[src/design/lpip_pkg.sv]
package lpip_pkg;

    localparam int COORD_BITS   = 16;
    localparam int MAX_VERTICES = 64;
    localparam int ADDR_W       = $clog2(MAX_VERTICES);
    localparam int CNT_W        = $clog2(MAX_VERTICES + 1);
    localparam int DIFF_W       = COORD_BITS + 1;
    localparam int PRESCALE_SH  = 14;
    localparam int XY_W         = DIFF_W + PRESCALE_SH + 3;
    localparam int ANG_W        = 18;
    localparam int ITERS        = 14;
    localparam int IT_W         = $clog2(ITERS);
    localparam int SUM_W        = ANG_W + ADDR_W;

    localparam logic signed [ANG_W-1:0] ANG_PI     = ANG_W'(25736);
    localparam logic signed [ANG_W-1:0] ANG_TWO_PI = ANG_W'(51472);
    localparam logic signed [ANG_W-1:0] ANG_ONE    = ANG_W'(8192);

    localparam logic [1:0] MODE_START  = 2'd0;
    localparam logic [1:0] MODE_APPEND = 2'd1;
    localparam logic [1:0] MODE_TEST   = 2'd2;

    typedef struct packed {
        logic [1:0]                   mode;
        logic signed [COORD_BITS-1:0] coord_x;
        logic signed [COORD_BITS-1:0] coord_y;
    } t_in_item;

    typedef struct packed {
        logic inside_res;
        logic path_overflow;
    } t_out_item;

    typedef struct packed {
        logic signed [COORD_BITS-1:0] x;
        logic signed [COORD_BITS-1:0] y;
    } t_vertex;

    function automatic logic signed [ANG_W-1:0] atan_tab(input logic [IT_W-1:0] idx);
        logic signed [ANG_W-1:0] v;
        case (idx)
            4'd0:    v = ANG_W'(6434);
            4'd1:    v = ANG_W'(3798);
            4'd2:    v = ANG_W'(2007);
            4'd3:    v = ANG_W'(1019);
            4'd4:    v = ANG_W'(511);
            4'd5:    v = ANG_W'(256);
            4'd6:    v = ANG_W'(128);
            4'd7:    v = ANG_W'(64);
            4'd8:    v = ANG_W'(32);
            4'd9:    v = ANG_W'(16);
            4'd10:   v = ANG_W'(8);
            4'd11:   v = ANG_W'(4);
            4'd12:   v = ANG_W'(2);
            4'd13:   v = ANG_W'(1);
            default: v = '0;
        endcase
        return v;
    endfunction

    // single-step wrap into -pi..pi; inputs stay within +-3*pi
    function automatic logic signed [ANG_W-1:0] wrap_ang(input logic signed [ANG_W:0] a);
        logic signed [ANG_W:0] r;
        r = a;
        if (a > (ANG_W+1)'(ANG_PI)) begin
            r = a - (ANG_W+1)'(ANG_TWO_PI);
        end else if (a < -(ANG_W+1)'(ANG_PI)) begin
            r = a + (ANG_W+1)'(ANG_TWO_PI);
        end
        return r[ANG_W-1:0];
    endfunction

endpackage

[src/design/lasso_point_in_polygon.sv]
// Lasso point-in-polygon test. mode 0 starts a new path with the given vertex, mode 1 appends
// a vertex (dropped and flagged in path_overflow once 64 are held), mode 2 tests the point and
// returns one item; mode 3 is taken and ignored. Path items do not leave the idle state. A test
// computes one CORDIC atan2 per vertex on a single shared iterative unit (14 iterations), plus
// one for the closing vertex; an empty path runs none. One item is worked on at a time; a
// finished result waits in the output register while the next item is taken.
module lasso_point_in_polygon (
    input  logic                  i_clk,
    input  logic                  i_rst_n,
    input  logic                  i_in_valid,
    output logic                  o_in_ready,
    input  lpip_pkg::t_in_item    i_in_item,
    output logic                  o_out_valid,
    input  logic                  i_out_ready,
    output lpip_pkg::t_out_item   o_out_item
);

    localparam logic [1:0] S_IDLE = 2'd0;
    localparam logic [1:0] S_LOAD = 2'd1;
    localparam logic [1:0] S_CORD = 2'd2;
    localparam logic [1:0] S_DONE = 2'd3;

    logic [1:0]                                 r_state;
    logic [lpip_pkg::CNT_W-1:0]                 r_count;
    logic                                       r_ovf;
    logic                                       r_first;
    logic [lpip_pkg::ADDR_W-1:0]                r_j;
    logic signed [lpip_pkg::COORD_BITS-1:0]     r_px;
    logic signed [lpip_pkg::COORD_BITS-1:0]     r_py;
    logic signed [lpip_pkg::ANG_W-1:0]          r_prev;
    logic signed [lpip_pkg::SUM_W-1:0]          r_sum;
    logic                                       r_out_valid;
    lpip_pkg::t_out_item                        r_out_item;

    logic                                       w_acc;
    logic                                       w_full;
    logic                                       w_we;
    logic [lpip_pkg::ADDR_W-1:0]                w_waddr;
    lpip_pkg::t_vertex                          w_wdata;
    logic                                       w_re;
    logic [lpip_pkg::ADDR_W-1:0]                w_raddr;
    lpip_pkg::t_vertex                          w_rdata;
    logic                                       w_cord_start;
    logic                                       w_cord_done;
    logic signed [lpip_pkg::ANG_W-1:0]          w_ang;
    logic signed [lpip_pkg::DIFF_W-1:0]         w_dx;
    logic signed [lpip_pkg::DIFF_W-1:0]         w_dy;
    logic [lpip_pkg::CNT_W-1:0]                 w_j_next;
    logic                                       w_last;
    logic signed [lpip_pkg::ANG_W-1:0]          w_diff;
    logic signed [lpip_pkg::SUM_W-1:0]          w_abs;
    logic signed [lpip_pkg::SUM_W-1:0]          w_dist;
    logic signed [lpip_pkg::SUM_W-1:0]          w_dist_abs;
    logic                                       w_inside;
    logic                                       w_out_free;

    assign o_in_ready = (r_state == S_IDLE);
    assign w_acc      = i_in_valid && o_in_ready;
    assign w_full     = (r_count == lpip_pkg::CNT_W'(lpip_pkg::MAX_VERTICES));

    assign w_we    = w_acc && ((i_in_item.mode == lpip_pkg::MODE_START) ||
                               (i_in_item.mode == lpip_pkg::MODE_APPEND && !w_full));
    assign w_waddr = (i_in_item.mode == lpip_pkg::MODE_START) ? '0
                                                                : r_count[lpip_pkg::ADDR_W-1:0];
    assign w_wdata = '{x: i_in_item.coord_x, y: i_in_item.coord_y};

    assign w_j_next = lpip_pkg::CNT_W'(r_j) + lpip_pkg::CNT_W'(1);
    assign w_last   = !r_first && (w_j_next == r_count);

    always_comb begin
        w_re    = 1'b0;
        w_raddr = '0;
        if (r_state == S_IDLE && w_acc && i_in_item.mode == lpip_pkg::MODE_TEST) begin
            w_re    = (r_count != '0);
            w_raddr = lpip_pkg::ADDR_W'(r_count - lpip_pkg::CNT_W'(1));
        end else if (r_state == S_CORD && w_cord_done && !w_last) begin
            w_re    = 1'b1;
            w_raddr = r_first ? '0 : w_j_next[lpip_pkg::ADDR_W-1:0];
        end
    end

    lpip_vram u_vram (
        .i_clk   (i_clk),
        .i_we    (w_we),
        .i_waddr (w_waddr),
        .i_wdata (w_wdata),
        .i_re    (w_re),
        .i_raddr (w_raddr),
        .o_rdata (w_rdata)
    );

    assign w_cord_start = (r_state == S_LOAD);
    assign w_dx = lpip_pkg::DIFF_W'(w_rdata.x) - lpip_pkg::DIFF_W'(r_px);
    assign w_dy = lpip_pkg::DIFF_W'(w_rdata.y) - lpip_pkg::DIFF_W'(r_py);

    lpip_cordic u_cordic (
        .i_clk   (i_clk),
        .i_rst_n (i_rst_n),
        .i_start (w_cord_start),
        .i_dx    (w_dx),
        .i_dy    (w_dy),
        .o_done  (w_cord_done),
        .o_ang   (w_ang)
    );

    assign w_diff = lpip_pkg::wrap_ang((lpip_pkg::ANG_W+1)'(w_ang)
                                       - (lpip_pkg::ANG_W+1)'(r_prev));

    assign w_abs      = (r_sum < 0) ? -r_sum : r_sum;
    assign w_dist     = lpip_pkg::SUM_W'(lpip_pkg::ANG_TWO_PI) - w_abs;
    assign w_dist_abs = (w_dist < 0) ? -w_dist : w_dist;
    assign w_inside   = (w_dist_abs < lpip_pkg::SUM_W'(lpip_pkg::ANG_ONE));
    assign w_out_free = !r_out_valid || i_out_ready;

    always_ff @(posedge i_clk) begin
        if (!i_rst_n) begin
            r_state     <= S_IDLE;
            r_count     <= '0;
            r_ovf       <= 1'b0;
            r_out_valid <= 1'b0;
            r_first     <= 1'b0;
            r_j         <= '0;
        end else begin
            r_out_valid <= (r_out_valid && !i_out_ready)
                           || (r_state == S_DONE && w_out_free);
            case (r_state)
                S_IDLE: begin
                    if (w_acc) begin
                        case (i_in_item.mode)
                            lpip_pkg::MODE_START: begin
                                r_count <= lpip_pkg::CNT_W'(1);
                                r_ovf   <= 1'b0;
                            end
                            lpip_pkg::MODE_APPEND: begin
                                if (w_full) begin
                                    r_ovf <= 1'b1;
                                end else begin
                                    r_count <= r_count + lpip_pkg::CNT_W'(1);
                                end
                            end
                            lpip_pkg::MODE_TEST: begin
                                r_first <= 1'b1;
                                r_j     <= '0;
                                r_state <= (r_count == '0) ? S_DONE : S_LOAD;
                            end
                            default: begin
                            end
                        endcase
                    end
                end
                S_LOAD: begin
                    r_state <= S_CORD;
                end
                S_CORD: begin
                    if (w_cord_done) begin
                        r_first <= 1'b0;
                        if (!r_first) begin
                            r_j <= w_j_next[lpip_pkg::ADDR_W-1:0];
                        end
                        r_state <= w_last ? S_DONE : S_LOAD;
                    end
                end
                S_DONE: begin
                    if (w_out_free) begin
                        r_state <= S_IDLE;
                    end
                end
                default: begin
                    r_state <= S_IDLE;
                end
            endcase
        end
    end

    always_ff @(posedge i_clk) begin
        if (r_state == S_IDLE && w_acc && i_in_item.mode == lpip_pkg::MODE_TEST) begin
            r_px  <= i_in_item.coord_x;
            r_py  <= i_in_item.coord_y;
            r_sum <= '0;
        end
        if (r_state == S_CORD && w_cord_done) begin
            r_prev <= w_ang;
            if (!r_first) begin
                r_sum <= r_sum + lpip_pkg::SUM_W'(w_diff);
            end
        end
        if (r_state == S_DONE && w_out_free) begin
            r_out_item <= '{inside_res: w_inside, path_overflow: r_ovf};
        end
    end

    assign o_out_valid = r_out_valid;
    assign o_out_item  = r_out_item;

    a_count_bound: assert property (@(posedge i_clk) disable iff (!i_rst_n)
        r_count <= lpip_pkg::CNT_W'(lpip_pkg::MAX_VERTICES))
        else $error("vertex count beyond capacity");

    a_start_path: assert property (@(posedge i_clk) disable iff (!i_rst_n)
        (w_acc && i_in_item.mode == lpip_pkg::MODE_START)
        |=> (r_count == lpip_pkg::CNT_W'(1) && !r_ovf))
        else $error("new path did not reset count and flag");

    a_ovf_cause: assert property (@(posedge i_clk) disable iff (!i_rst_n)
        $rose(r_ovf) |-> $past(w_acc && i_in_item.mode == lpip_pkg::MODE_APPEND && w_full))
        else $error("overflow set without append to full store");

    a_out_src: assert property (@(posedge i_clk) disable iff (!i_rst_n)
        $rose(r_out_valid) |-> $past(r_state == S_DONE))
        else $error("result item raised outside finish step");

endmodule

[src/design/lpip_vram.sv]
module lpip_vram (
    input  logic                           i_clk,
    input  logic                           i_we,
    input  logic [lpip_pkg::ADDR_W-1:0]    i_waddr,
    input  lpip_pkg::t_vertex              i_wdata,
    input  logic                           i_re,
    input  logic [lpip_pkg::ADDR_W-1:0]    i_raddr,
    output lpip_pkg::t_vertex              o_rdata
);

    lpip_pkg::t_vertex r_mem [lpip_pkg::MAX_VERTICES];
    lpip_pkg::t_vertex r_rdata;

    always_ff @(posedge i_clk) begin
        if (i_we) begin
            r_mem[i_waddr] <= i_wdata;
        end
        if (i_re) begin
            r_rdata <= r_mem[i_raddr];
        end
    end

    assign o_rdata = r_rdata;

endmodule

[src/design/lpip_cordic.sv]
module lpip_cordic (
    input  logic                                   i_clk,
    input  logic                                   i_rst_n,
    input  logic                                   i_start,
    input  logic signed [lpip_pkg::DIFF_W-1:0]     i_dx,
    input  logic signed [lpip_pkg::DIFF_W-1:0]     i_dy,
    output logic                                   o_done,
    output logic signed [lpip_pkg::ANG_W-1:0]      o_ang
);

    localparam logic [1:0] C_IDLE = 2'd0;
    localparam logic [1:0] C_RUN  = 2'd1;
    localparam logic [1:0] C_WRAP = 2'd2;

    logic [1:0]                             r_state;
    logic                                   r_done;
    logic [lpip_pkg::IT_W-1:0]              r_it;
    logic signed [lpip_pkg::XY_W-1:0]       r_x;
    logic signed [lpip_pkg::XY_W-1:0]       r_y;
    logic signed [lpip_pkg::ANG_W-1:0]      r_z;
    logic signed [lpip_pkg::ANG_W-1:0]      r_ang;

    logic signed [lpip_pkg::XY_W-1:0]       w_x_in;
    logic signed [lpip_pkg::XY_W-1:0]       w_y_in;
    logic signed [lpip_pkg::XY_W-1:0]       n_x0;
    logic signed [lpip_pkg::XY_W-1:0]       n_y0;
    logic signed [lpip_pkg::ANG_W-1:0]      n_z0;
    logic signed [lpip_pkg::XY_W-1:0]       w_xs;
    logic signed [lpip_pkg::XY_W-1:0]       w_ys;
    logic signed [lpip_pkg::XY_W-1:0]       n_x;
    logic signed [lpip_pkg::XY_W-1:0]       n_y;
    logic signed [lpip_pkg::ANG_W-1:0]      n_z;
    logic                                   w_zero;
    logic                                   w_last;

    assign w_x_in = lpip_pkg::XY_W'(i_dx) <<< lpip_pkg::PRESCALE_SH;
    assign w_y_in = lpip_pkg::XY_W'(i_dy) <<< lpip_pkg::PRESCALE_SH;
    assign w_zero = (i_dx == '0) && (i_dy == '0);
    assign w_last = (r_it == lpip_pkg::IT_W'(lpip_pkg::ITERS - 1));

    // left half plane: rotate by pi first
    always_comb begin
        n_x0 = w_x_in;
        n_y0 = w_y_in;
        n_z0 = '0;
        if (w_x_in < 0) begin
            n_z0 = (w_y_in >= 0) ? lpip_pkg::ANG_PI : -lpip_pkg::ANG_PI;
            n_x0 = -w_x_in;
            n_y0 = -w_y_in;
        end
    end

    always_comb begin
        w_xs = r_x >>> r_it;
        w_ys = r_y >>> r_it;
        if (r_y >= 0) begin
            n_x = r_x + w_ys;
            n_y = r_y - w_xs;
            n_z = r_z + lpip_pkg::atan_tab(r_it);
        end else begin
            n_x = r_x - w_ys;
            n_y = r_y + w_xs;
            n_z = r_z - lpip_pkg::atan_tab(r_it);
        end
    end

    always_ff @(posedge i_clk) begin
        if (!i_rst_n) begin
            r_state <= C_IDLE;
            r_done  <= 1'b0;
            r_it    <= '0;
        end else begin
            r_done <= (r_state == C_WRAP);
            case (r_state)
                C_IDLE: begin
                    if (i_start) begin
                        r_it    <= '0;
                        r_state <= w_zero ? C_WRAP : C_RUN;
                    end
                end
                C_RUN: begin
                    r_it <= r_it + lpip_pkg::IT_W'(1);
                    if (w_last) begin
                        r_state <= C_WRAP;
                    end
                end
                C_WRAP: begin
                    r_state <= C_IDLE;
                end
                default: begin
                    r_state <= C_IDLE;
                end
            endcase
        end
    end

    always_ff @(posedge i_clk) begin
        if (r_state == C_IDLE && i_start) begin
            r_x <= n_x0;
            r_y <= n_y0;
            r_z <= w_zero ? '0 : n_z0;
        end else if (r_state == C_RUN) begin
            r_x <= n_x;
            r_y <= n_y;
            r_z <= n_z;
        end
        if (r_state == C_WRAP) begin
            r_ang <= lpip_pkg::wrap_ang((lpip_pkg::ANG_W+1)'(r_z));
        end
    end

    assign o_done = r_done;
    assign o_ang  = r_ang;

    a_start_idle: assert property (@(posedge i_clk) disable iff (!i_rst_n)
        i_start |-> r_state == C_IDLE)
        else $error("cordic started while busy");

    a_done_after_wrap: assert property (@(posedge i_clk) disable iff (!i_rst_n)
        r_done |-> $past(r_state == C_WRAP))
        else $error("cordic done without wrap step");

    a_run_len: assert property (@(posedge i_clk) disable iff (!i_rst_n)
        (r_state == C_RUN && w_last) |=> r_state == C_WRAP)
        else $error("cordic iteration count wrong");

endmodule
[config.mk]
export PLATFORM = sky130hd
export DESIGN_NAME = lasso_point_in_polygon
export DESIGN_NICKNAME = d
export VERILOG_FILES = /design/src/design/lpip_pkg.sv /design/src/design/lasso_point_in_polygon.sv /design/src/design/lpip_vram.sv /design/src/design/lpip_cordic.sv
export SDC_FILE = /design/constraint.sdc
export NUM_CORES = 2
export LEC_CHECK = 0
export ABC_AREA = 1
export BUFFER_PORTS_ARGS = -buffer_cell sky130_fd_sc_hd__buf_4
export CAP_MARGIN = 40
export CORE_MARGIN = 3
export CORE_UTILIZATION = 36
export CTS_CLUSTER_DIAMETER = 60
export DETAILED_ROUTE_END_ITERATION = 8
export SLEW_MARGIN = 20
export SYNTH_ARGS = -nofsm -noshare
export SYNTH_HDL_FRONTEND = slang
export SYNTH_SLANG_ARGS = --single-unit
[constraint.sdc]
create_clock -name i_clk -period 5.5 [get_ports i_clk]
set_input_delay 0.55 -clock i_clk [delete_from_list [all_inputs] [get_ports i_clk]]
set_output_delay 0.55 -clock i_clk [all_outputs]
set_load 0.02 [all_outputs]
==> reports/results.ini <==
[outcome]
status=finished, final reports clean

[hold_path]
hp-class=in -> reg

[cells_and_area]
fin_nets=11830
syn_to_final_growth_pct=13.2
post-route-util_pct=41.0
drive_above_1_share_pct=7.37
n_fill_cell=30356
final_cells=16000

[worst_setup_path]
worstSetupPathType=reg -> reg
cp_cell_sequence=inv_4, buf_4, buf_4, o21ai_0, mux2i_1, mux2i_1, nand2_1, o21ai_1, or2_2, nor2_1, nand3_1, nor3_2, xor2_1, nand2_1, o21ai_0, ha_1, nand2_1, nor2_1, inv_1, nor2_1, a2111oi_2, o21ai_1, o21ai_0, nand2_1
crit_required_ns=6.08
arrival_ns=5.65
critPathSlowestCell=a2111oi_2
reg2reg_slack_ns=0.43
crit_top_cell=nand2_1
cp-start-kind=register
cp_max_fo=22
critPathMaxStageDelay_ns=0.46
cp-end-kind=register
cp_num_buf_inv=4
critPathTopFamily=simple AND/OR/NAND/NOR gates

[yosys]
ys_seq_area_share_pct=59.3
syn_inst=11667
synth.avg_cell_area_um2=9.88
synth_edf_count=2236
synth_area_um2=115000
synth-main-ff-cell=edfxtp_1
synth_compound_area_share_pct=3.98
yosys_register_bits=2298
synth_top_family_by_area=simple AND/OR/NAND/NOR gates
synth-adder-area-share_pct=2.10
synth_cell_types=61
yosys_warnings=0
syn_nets=11894
synth_xor_area_share_pct=1.42
synthSimpleGateAreaFrac_pct=25.1
async_flop_share_pct=0
synth_mux_area_share_pct=0.406

[global_route]
grt_max_degree=174
gr-total-overflow=0
grt_pass1_vias=80079
antenna_found_initial=13
track_usage_pct=20.2
grt_pass1_wl_um=508000

[sta]
setup_violations=0
fin_ws_ns=0.429
relSlewSlack_pct=27.7
grt_setup_unrepaired=true
slew_violations=0
finClkSkew_ns=0.0857
hold_viol=0
worstMarginPinSlew_ns=1.09
min_period_over_period_pct=92.2
period_needed_ns=5.07
fmax_mhz=197

[clocking]
cts.path.max_buffers=4
htreeDepth=5
path_clk_slew_ns=0.06
cts_tree=yes
clkSinkCount=2298
clock_latency_ns=0.92
numCtsBuffers=271
cts-root-buf=clkbuf_16

[power_and_ir_drop]
power.density_nw_per_um2=398
power_mw=52.0
p_leak_nw=50.6
peakVddDrop_mv=0.352

[route]
wire_per_inst_um=21.2
viasPerCell=5.29
ant_nets=0
first_iter_violations=8210
first_pass_iters=6
vias=84617
wl_um=339000
route.detailed.drc=0

[placed_design]
gp_congestion=0.880
preCtsSetupSlack_ns=-0.156
placed_cells=15496
io_buffers=41
hpwl_um=198000

[die]
rows=207
die_area_um2=327000
die_x_um=572
initial_core_util_pct=36.2
core_area_um2=318000
die_h_um=572
pin_count=42

[flow_run]
maxCapViolCount=0

[routing by layer]
layer	track usage [%]	share of wire, %
met1	27.9	43
met2	32.8	46
met3	2.45	7.0
met4	6.82	3.3
met5	0	0.017
[sequential cells by signal, summed over array words and instances (netlist names), 2 cells and up, named ones only]
name              flops
r_state               2
u_vram.r_mem       2048
u_cordic.o_ang       18
r_px                 16
r_sum                24
u_cordic.r_z         18
r_py                 16
u_cordic.r_x         34
u_cordic.r_state      2
r_prev               18
u_cordic.r_y         34
u_cordic.r_it         4
u_vram.o_rdata       32
o_out_item            2
r_j                   6
r_count               7
[cells in the mapped netlist, types with 139 or more instances]
library cell  number  area [um^2]
nand3_1         2277        11400
edfxtp_1        2236        67100
nand2_1         2154         8090
inv_1           1534         5760
nand3b_1         909         6820
nor2_1           374         1400
o21ai_0          314         1570
clkbuf_1         313         1170
a21oi_1          264         1320
buf_2            261         1310
ha_1             182         2280
xor2_1           139         1220
[power by group]
group          total [mW]  internal (mW)  leakage, nW  switching (mW)
clock network        17.6           10.0         4.22            7.53
registers            20.7           20.2         20.6           0.519
logic                13.6           4.73         25.7            8.91
total                52.0           35.0         50.6            17.0
[path summary, 6_finish.rpt]
kind,start,end,cells after the start
hold / removal,i_in_item[10],u_vram.r_mem[1][10]$_DFFE_PP_,1
setup reg to reg,u_cordic.r_it[0]$_SDFFE_PN0P_,u_cordic.r_y[30]$_DFFE_PP_,24
setup / recovery,u_cordic.r_it[0]$_SDFFE_PN0P_,u_cordic.r_y[30]$_DFFE_PP_,24
hold reg to reg,u_cordic.o_ang[12]$_DFFE_PP_,r_prev[12]$_DFFE_PP_,0
[what timing repair did]
action,CTS,global route
endpoints found under the hold margin,19,7
setup endpoints to repair,1,23
resized for setup,2,34
hold buffers,3,2
buffers inserted,0,1
pin swaps,0,0
[stage by stage]
| stage | cell area, um^2 | setup TNS, ns | hold WS (ns) |
|---|---|---|---|
| after floorplan | 115000 | 0 | 0.409 |
| after global placement | 121000 | -0.219 | 0.436 |
| after detailed placement | 121000 | -0.156 | 0.440 |
| after CTS | 130000 | 0 | 0.0689 |
| after global routing | 130000 | 0 | 0.0274 |
| final | 130000 | 0 | 0.0511 |
[cell families after synthesis]
group,Yosys count
AND/OR/NAND/NOR,5915
flip-flops,2298
buffers and inverters,2206
AO/OA/AOI/OAI,827
adder cells (fa/ha/maj),189
XOR/XNOR,186
multiplexers,46
[area by class of cell]
class / instances / area [um^2] / share of cell area [%]
well taps: 4180 / 5230 / 4.01
flip-flops and latches: 2298 / 68400 / 52.4
repair buffers: 321 / 3610 / 2.76
clock buffers: 328 / 7040 / 5.40
multi-input cells: 7163 / 38700 / 29.6
inverters: 1548 / 5840 / 4.47
clock inverters: 159 / 1650 / 1.26
diodes: 3 / 7.51 / 0.00576
[placed cells by master, fill, tap and decap left out, drive strengths merged, types with 28 or more instances in the layout]
master	netlist	final
ha	182	182
a21oi	265	265
clkbuf	313	328
dfxtp	62	62
nand3b	909	909
xnor2	46	46
o21ai	394	394
o21a	28	28
nand4	40	40
nand3	2277	2277
mux2i	46	46
clkinv	4	125
edfxtp	2236	2236
or2	33	33
buf	345	316
xor2	140	140
nand2	2163	2163
nor3	76	76
nor2	386	386
inv	1544	1560
[worst reg2reg max path: cells and delay by family, from the launching register on]
family / cells / cell delay, ns
AOI/OAI and AO/OA: 6 / 1.41
xor gates and xnor gates: 1 / 0.17
adders and majority gates: 1 / 0.36
buffers and inverters: 4 / 0.64
DFF: 1 / 0.36
muxes: 2 / 0.42
and+or+nand+nor: 10 / 1.45
(Power assumes the default switching activity.)
